File: src/design/patd_pkg.sv
// Shared types and constants for the phase-angle triac dimmer.
// No dependencies; imported by every module of the block.
package patd_pkg;

  localparam int unsigned CntW    = 10;
  localparam int unsigned LevelW  = 8;
  localparam int unsigned ChanW   = 2;
  localparam int unsigned MaskW   = 4;
  localparam int unsigned ActW    = 2;
  localparam int unsigned CfgIdxW = 2;

  localparam logic [CntW-1:0]   OffReset   = 10'd550;
  localparam logic [CntW-1:0]   TopReset   = 10'd625;
  localparam logic [CntW-1:0]   SyncReset  = 10'd620;
  localparam logic [CntW-1:0]   DelayBase  = 10'd512;
  localparam logic [LevelW-1:0] FullLevel  = 8'd255;
  localparam logic [LevelW-1:0] OffLevel   = 8'd0;

  typedef enum logic [ActW-1:0] {
    ActTick      = 2'd0,
    ActZeroCross = 2'd1,
    ActSetLevel  = 2'd2
  } act_e;

  typedef enum logic [CfgIdxW-1:0] {
    CfgOffPoint  = 2'd0,
    CfgPeriodTop = 2'd1,
    CfgSyncLoad  = 2'd2
  } cfg_reg_e;

  // per-request control from the phase counter to the channels
  typedef struct packed {
    logic            latch;
    logic            compare;
    logic [CntW-1:0] count;
  } patd_ctrl_t;

  // per-channel status back to the gate register
  typedef struct packed {
    logic hit;
    logic full;
  } patd_chan_t;

endpackage

File: src/design/patd_phase.sv
// Phase counter and configuration registers of the dimmer.
// Depends on patd_pkg.
module patd_phase (
  input  logic                          clk_i,
  input  logic                          rst_ni,
  input  logic                          cfg_we_i,
  input  logic [patd_pkg::CfgIdxW-1:0]  cfg_idx_i,
  input  logic [patd_pkg::CntW-1:0]     cfg_wdata_i,
  input  logic                          step_i,
  input  logic [patd_pkg::ActW-1:0]     action_i,
  output patd_pkg::patd_ctrl_t          ctrl_o
);
  import patd_pkg::*;

  logic [CntW-1:0] off_point_q, period_top_q, sync_load_q;
  logic [CntW-1:0] count_q, count_d, tick_count;
  logic            is_tick;

  always_ff @(posedge clk_i or negedge rst_ni) begin
    if (!rst_ni) begin
      off_point_q  <= OffReset;
      period_top_q <= TopReset;
      sync_load_q  <= SyncReset;
    end else if (cfg_we_i) begin
      case (cfg_idx_i)
        CfgOffPoint:  off_point_q  <= cfg_wdata_i;
        CfgPeriodTop: period_top_q <= cfg_wdata_i;
        CfgSyncLoad:  sync_load_q  <= cfg_wdata_i;
        default: ;
      endcase
    end
  end

  always_comb begin
    tick_count = (count_q >= period_top_q) ? '0 : count_q + 10'd1;
    is_tick    = 1'b0;
    count_d    = count_q;
    if (step_i) begin
      case (action_i)
        ActTick: begin
          is_tick = 1'b1;
          count_d = tick_count;
        end
        ActZeroCross: count_d = sync_load_q;
        default: ;
      endcase
    end
  end

  always_ff @(posedge clk_i or negedge rst_ni) begin
    if (!rst_ni) begin
      count_q <= '0;
    end else begin
      count_q <= count_d;
    end
  end

  assign ctrl_o.latch   = is_tick && (count_d == off_point_q);
  assign ctrl_o.compare = is_tick && (count_d != off_point_q);
  assign ctrl_o.count   = count_d;

endmodule

File: src/design/patd_channel.sv
// One dimmer channel: pending and active levels and the turn-on compare.
// Depends on patd_pkg.
module patd_channel (
  input  logic                         clk_i,
  input  logic                         rst_ni,
  input  patd_pkg::patd_ctrl_t         ctrl_i,
  input  logic                         set_i,
  input  logic [patd_pkg::LevelW-1:0]  brightness_i,
  output patd_pkg::patd_chan_t         stat_o
);
  import patd_pkg::*;

  logic [CntW-1:0] pend_delay_q, act_delay_q, level_delay;
  logic            pend_lit_q, pend_full_q, act_lit_q;

  assign level_delay = (brightness_i == OffLevel) ? OffReset
                     : DelayBase - {1'b0, brightness_i, 1'b0};

  always_ff @(posedge clk_i or negedge rst_ni) begin
    if (!rst_ni) begin
      pend_delay_q <= OffReset;
      pend_lit_q   <= 1'b0;
      pend_full_q  <= 1'b0;
    end else if (set_i) begin
      pend_delay_q <= level_delay;
      pend_lit_q   <= (brightness_i != OffLevel);
      pend_full_q  <= (brightness_i == FullLevel);
    end
  end

  always_ff @(posedge clk_i or negedge rst_ni) begin
    if (!rst_ni) begin
      act_delay_q <= OffReset;
      act_lit_q   <= 1'b0;
    end else if (ctrl_i.latch) begin
      act_delay_q <= pend_delay_q;
      act_lit_q   <= pend_lit_q;
    end
  end

  assign stat_o.hit  = ctrl_i.compare && act_lit_q && (act_delay_q == ctrl_i.count);
  assign stat_o.full = pend_full_q;

endmodule

File: src/design/phase_angle_triac_dimmer.sv
// Leading-edge phase-angle triac dimmer, top level. A request passes
// through the input register, then the result register. Throughput: one
// request per cycle, sustained while out_ready_i does not stall the output.
// Asynchronous active-low reset clears counter, gates and levels and loads
// the configuration defaults.
// Depends on patd_pkg, patd_phase and patd_channel.
module phase_angle_triac_dimmer #(
  parameter int unsigned CHANNELS = 4
) (
  input  logic                          clk_i,
  input  logic                          rst_ni,
  input  logic                          cfg_we_i,
  input  logic [patd_pkg::CfgIdxW-1:0]  cfg_idx_i,
  input  logic [patd_pkg::CntW-1:0]     cfg_wdata_i,
  input  logic                          in_valid_i,
  output logic                          in_ready_o,
  input  logic [patd_pkg::ActW-1:0]     action_i,
  input  logic [patd_pkg::ChanW-1:0]    channel_i,
  input  logic [patd_pkg::LevelW-1:0]   brightness_i,
  output logic                          out_valid_o,
  input  logic                          out_ready_i,
  output logic [patd_pkg::MaskW-1:0]    gate_mask_o,
  output logic [patd_pkg::CntW-1:0]     phase_count_o
);
  import patd_pkg::*;

  logic              s1_valid_q;
  logic [ActW-1:0]   s1_action_q;
  logic [ChanW-1:0]  s1_channel_q;
  logic [LevelW-1:0] s1_bright_q;
  logic              step, in_acc;

  logic                out_valid_q;
  logic [MaskW-1:0]    gate_mask_q, gate_mask_d;
  logic [CntW-1:0]     count_out_q;

  logic [CHANNELS-1:0] gate_q, gate_d, hit_mask, full_mask, set_mask;
  patd_ctrl_t          ctrl;
  patd_chan_t          stat [CHANNELS];

  assign step       = s1_valid_q && (!out_valid_q || out_ready_i);
  assign in_ready_o = !s1_valid_q || step;
  assign in_acc     = in_valid_i && in_ready_o;

  always_ff @(posedge clk_i or negedge rst_ni) begin
    if (!rst_ni) begin
      s1_valid_q <= 1'b0;
    end else if (in_acc) begin
      s1_valid_q <= 1'b1;
    end else if (step) begin
      s1_valid_q <= 1'b0;
    end
  end

  always_ff @(posedge clk_i) begin
    if (in_acc) begin
      s1_action_q  <= action_i;
      s1_channel_q <= channel_i;
      s1_bright_q  <= brightness_i;
    end
  end

  patd_phase u_phase (
    .clk_i,
    .rst_ni,
    .cfg_we_i,
    .cfg_idx_i,
    .cfg_wdata_i,
    .step_i   (step),
    .action_i (s1_action_q),
    .ctrl_o   (ctrl)
  );

  for (genvar c = 0; c < CHANNELS; c++) begin : g_chan
    assign set_mask[c] = step && (s1_action_q == ActSetLevel)
                         && (int'(s1_channel_q) == c);

    patd_channel u_chan (
      .clk_i,
      .rst_ni,
      .ctrl_i       (ctrl),
      .set_i        (set_mask[c]),
      .brightness_i (s1_bright_q),
      .stat_o       (stat[c])
    );

    assign hit_mask[c]  = stat[c].hit;
    assign full_mask[c] = stat[c].full;
  end

  always_comb begin
    gate_d = gate_q;
    if (ctrl.latch) begin
      gate_d = full_mask;
    end else if (ctrl.compare) begin
      gate_d = gate_q | hit_mask;
    end
  end

  always_ff @(posedge clk_i or negedge rst_ni) begin
    if (!rst_ni) begin
      gate_q <= '0;
    end else begin
      gate_q <= gate_d;
    end
  end

  for (genvar i = 0; i < MaskW; i++) begin : g_mask
    if (i < CHANNELS) begin : g_used
      assign gate_mask_d[i] = gate_d[i];
    end else begin : g_unused
      assign gate_mask_d[i] = 1'b0;
    end
  end

  always_ff @(posedge clk_i or negedge rst_ni) begin
    if (!rst_ni) begin
      out_valid_q <= 1'b0;
    end else if (step) begin
      out_valid_q <= 1'b1;
    end else if (out_ready_i) begin
      out_valid_q <= 1'b0;
    end
  end

  always_ff @(posedge clk_i) begin
    if (step) begin
      gate_mask_q <= gate_mask_d;
      count_out_q <= ctrl.count;
    end
  end

  assign out_valid_o   = out_valid_q;
  assign gate_mask_o   = gate_mask_q;
  assign phase_count_o = count_out_q;

endmodule

File: config.mk
export PLATFORM = sky130hd
export DESIGN_NAME = phase_angle_triac_dimmer
export DESIGN_NICKNAME = d
export VERILOG_FILES = /design/src/design/patd_pkg.sv /design/src/design/patd_phase.sv /design/src/design/patd_channel.sv /design/src/design/phase_angle_triac_dimmer.sv
export SDC_FILE = /design/constraint.sdc
export NUM_CORES = 1
export LEC_CHECK = 0
export BUFFER_PORTS_ARGS = -buffer_cell sky130_fd_sc_hd__buf_2
export CORE_ASPECT_RATIO = 0.5
export CORE_MARGIN = 2
export CORE_UTILIZATION = 65
export CTS_CLUSTER_SIZE = 24
export DETAILED_ROUTE_END_ITERATION = 12
export PLACE_DENSITY = 0.82
export SYNTH_ARGS = -nofsm -noshare
export SYNTH_HDL_FRONTEND = slang
export SYNTH_SLANG_ARGS = --single-unit
File: constraint.sdc
create_clock -name clk_i -period 5.01 [get_ports clk_i]
set_input_delay 1.002 -clock clk_i [delete_from_list [all_inputs] [get_ports clk_i]]
set_output_delay 1.002 -clock clk_i [all_outputs]
set_load 0.02 [all_outputs]
==> results.yml <==
placement:
  gp_congestion: 0.950
  dp_cells: 766
  io_buffers: 44
  dp_hpwl_mm: 11.6
  placed_area_mm2: 0.00787
logic_synthesis:
  syn_nets: 626
  syn_avg_cell_area_um2: 12.8
  yosys_register_bits: 156
  ys_warn_count: 0
  synth-edff-count: 26
  synth_area_mm2: 0.00745
  synth_common_cells: "84 x dfrtp_1, 59 x mux2_2, 46 x dfstp_2"
  synth_cells: 584
  yosys.area.top_type_share_pct: 28.2
  ys_seq_area_share_pct: 54.9
  synthArstFlopShare_pct: 83.3
  ys.flop_type: "dfrtp_1"
  yosys.area.top_type: "dfrtp_1"
  synth_cell_types: 59
  yosysMostFrequentCell: "dfrtp_1"
  synth_area_leaders: "dfrtp_1 28%, dfstp_2 16%, edfxtp_1 10%"
worst_setup_path:
  critPathMaxFanout: 16
  setup.worst_path.end_class: "flop"
  required_ns: 5.32
  timing.rr.start: "u_phase.period_top_q[9]$_DFFE_PN1P_"
  reg2reg_slack_ns: 0.94
  cp.arrival_ns: 4.39
  start_kind: "flop"
  critical_path_class: "reg2reg"
  r2r_end: "g_chan[3].u_chan.act_delay_q[6]$_DFFE_PN0P_"
  reg2reg_depth: 13
min_path:
  hold_path_class: "in2async"
power_and_ir_drop:
  power_density_mw_per_mm2: 492
  p_leak_nw: 3.78
  irDropWorstVdd_uv: 251
clock_tree:
  clockBufferDepth: 2
  cts_inserted_buffers: 17
  cts_tree: "done"
  clk_latency_ns: 0.43
  cts_resized: 0
  cts_max_level: 4
  clock-sinks: 156
  path_clk_slew_ns: 0.07
  cts_setup_buffers: 0
  hold_buffers: 0
  cts-root-buf: "clkbuf_16"
detailed_routing:
  dr.pass1.iters: 5
  wl_per_cell_um: 21.6
  ant_nets: 0
  drc_errors: 0
  wl_mm: 17.3
  wl_met2_mm: 7.97
  met1_length_mm: 7.71
  top_layer: "met4"
  via_per_inst: 6.32
  via_count: 5046
  dr.first_iter.drc_count: 467
  wl_met3_mm: 1.16
run:
  cap_violations: 0
final_layout:
  postLayoutCoreUtil_pct: 76.7
  diodes: 0
  final_cells: 798
  fillers: 672
  fin_nets: 682
  drive_gt1_share_pct: 38.3
  area_delta_synth_final_pct: 14.1
  fin_area_mm2: 0.00850
global_routing:
  antenna_found_initial: 0
  grt_pass1_vias: 4907
  grt_max_degree: 62
  grt_pass1_wl_mm: 27.1
  gr-total-overflow: 0
  grt_usage_pct: 29.8
timing:
  finalCriticalPeriod_ns: 4.07
  max-slew-margin-rel_pct: 36.0
  clock_skew_ns: 0.0127
  clock.fmax_mhz: 246
  period_share_pct: 81.3
  tightest_slew_ns: 0.955
  setup_viol: 0
  hold_viol_final: 0
  maxSlewViolCount: 0
  rsz0062_at_grt: "no"
  setup_tns_ns: 0
die:
  initial_core_util_pct: 67.2
  ios: 45
  die_area_mm2: 0.0124
  die_h_um: 79.7
  fp.dieW_um: 155
  core_area_mm2: 0.0111
  row_count: 27
outcome:
  outcome: "completed"
==> cell usage in the layout, fill, tap and decap left out, drive strengths merged, types with 7 or more instances in the layout <==
| cell type | instances |
|---|---|
| o31ai | 8 |
| a21oi | 32 |
| edfxtp | 26 |
| or3 | 8 |
| inv | 26 |
| nand3 | 14 |
| o21ai | 20 |
| dfrtp | 84 |
| clkbuf | 18 |
| mux2 | 97 |
| xor2 | 26 |
| dfstp | 46 |
| nor4 | 8 |
| nor2 | 36 |
| and3 | 7 |
| nand4 | 7 |
| buf | 59 |
| nor3 | 12 |
| xnor2 | 14 |
| ha | 13 |
| nand2 | 23 |
==> cell type report <==
cell class | instances | area [um2] | share of cell area, %
clock buffers | 18 | 429 | 5.05
clock inverters | 14 | 200 | 2.36
inverters | 19 | 71.3 | 0.839
multi-input cells | 387 | 3190 | 37.5
flip-flops and latches | 156 | 4090 | 48.1
well taps | 145 | 181 | 2.13
repair buffers | 59 | 335 | 3.95
==> logic make-up (layout without fill, tap and decap cells) <==
logic type | count (synthesis) | after routing | share of synthesized area [%]
adders and majority gates | 13 | 13 | 2.18
xor gates and xnor gates | 40 | 40 | 4.70
DFF | 156 | 156 | 54.9
muxes | 102 | 102 | 17.3
and+or+nand+nor | 139 | 139 | 9.66
AOI/OAI and AO/OA | 93 | 93 | 8.77
buffers and inverters | 41 | 110 | 2.50
==> worst max path at each step <==
| stage | start | to | cells past startpoint |
|---|---|---|---|
| global placement | out_ready_i | g_chan[1].u_chan.act_delay_q[6]$_DFFE_PN0P_ | 11 |
| finish | u_phase.period_top_q[9]$_DFFE_PN1P_ | g_chan[3].u_chan.act_delay_q[6]$_DFFE_PN0P_ | 13 |
| global route | u_phase.period_top_q[9]$_DFFE_PN1P_ | g_chan[2].u_chan.act_delay_q[4]$_DFFE_PN0P_ | 13 |
| CTS | u_phase.period_top_q[9]$_DFFE_PN1P_ | g_chan[0].u_chan.act_delay_q[3]$_DFFE_PN0P_ | 13 |
| detailed placement | out_ready_i | g_chan[3].u_chan.act_delay_q[6]$_DFFE_PN0P_ | 11 |
| floorplan | out_ready_i | gate_mask_o[1]$_DFFE_PP_ | 9 |
==> report_power, final <==
part	internal (mW)	switching [mW]	total, mW
clock	0.806	0.564	1.37
sequential	1.55	0.209	1.76
combinational	0.423	0.633	1.06
==> state kept, by name, summed over array words and instances, names as in the netlist <==
signal,flops
g_chan.u_chan.pend_full_q,4
g_chan.u_chan.act_lit_q,4
g_chan.u_chan.act_delay_q,36
u_phase.period_top_q,10
s1_channel_q,2
u_phase.sync_load_q,10
s1_action_q,2
u_phase.count_q,10
s1_bright_q,8
gate_q,4
u_phase.off_point_q,10
out_valid_o,1
s1_valid_q,1
phase_count_o,10
g_chan.u_chan.pend_delay_q,36
gate_mask_o,4
g_chan.u_chan.pend_lit_q,4
==> metrics by stage <==
step	power (mW)	hold WS [ns]	setup WS (ns)
3_5_place_dp	2.77	0.475	1.01
5_1_grt	4.34	0.488	0.819
2_1_floorplan	2.42	0.449	1.55
6_report	4.18	0.466	0.939
4_1_cts	4.17	0.469	0.982
3_3_place_gp	2.73	0.466	1.09
==> worst max-delay path: stages, from the launching register on <==
cell,delay (ns)
dfstp_2,0.53
inv_1,0.04
ha_1,0.30
nand4_1,0.16
or3_1,0.45
o221ai_2,0.42
buf_4,0.29
o31ai_2,0.09
buf_4,0.19
xor2_1,0.17
nor3_1,0.35
o211ai_4,0.30
buf_4,0.32
mux2_4,0.32
==> layer usage <==
layer  up-vias  track usage, %
li1       2237               -
met1      2547            41.3
met2       218            47.1
met3        44            6.30
met4         0            11.4
met5         -               0
Note: power is estimated with default switching activity, not from simulation.
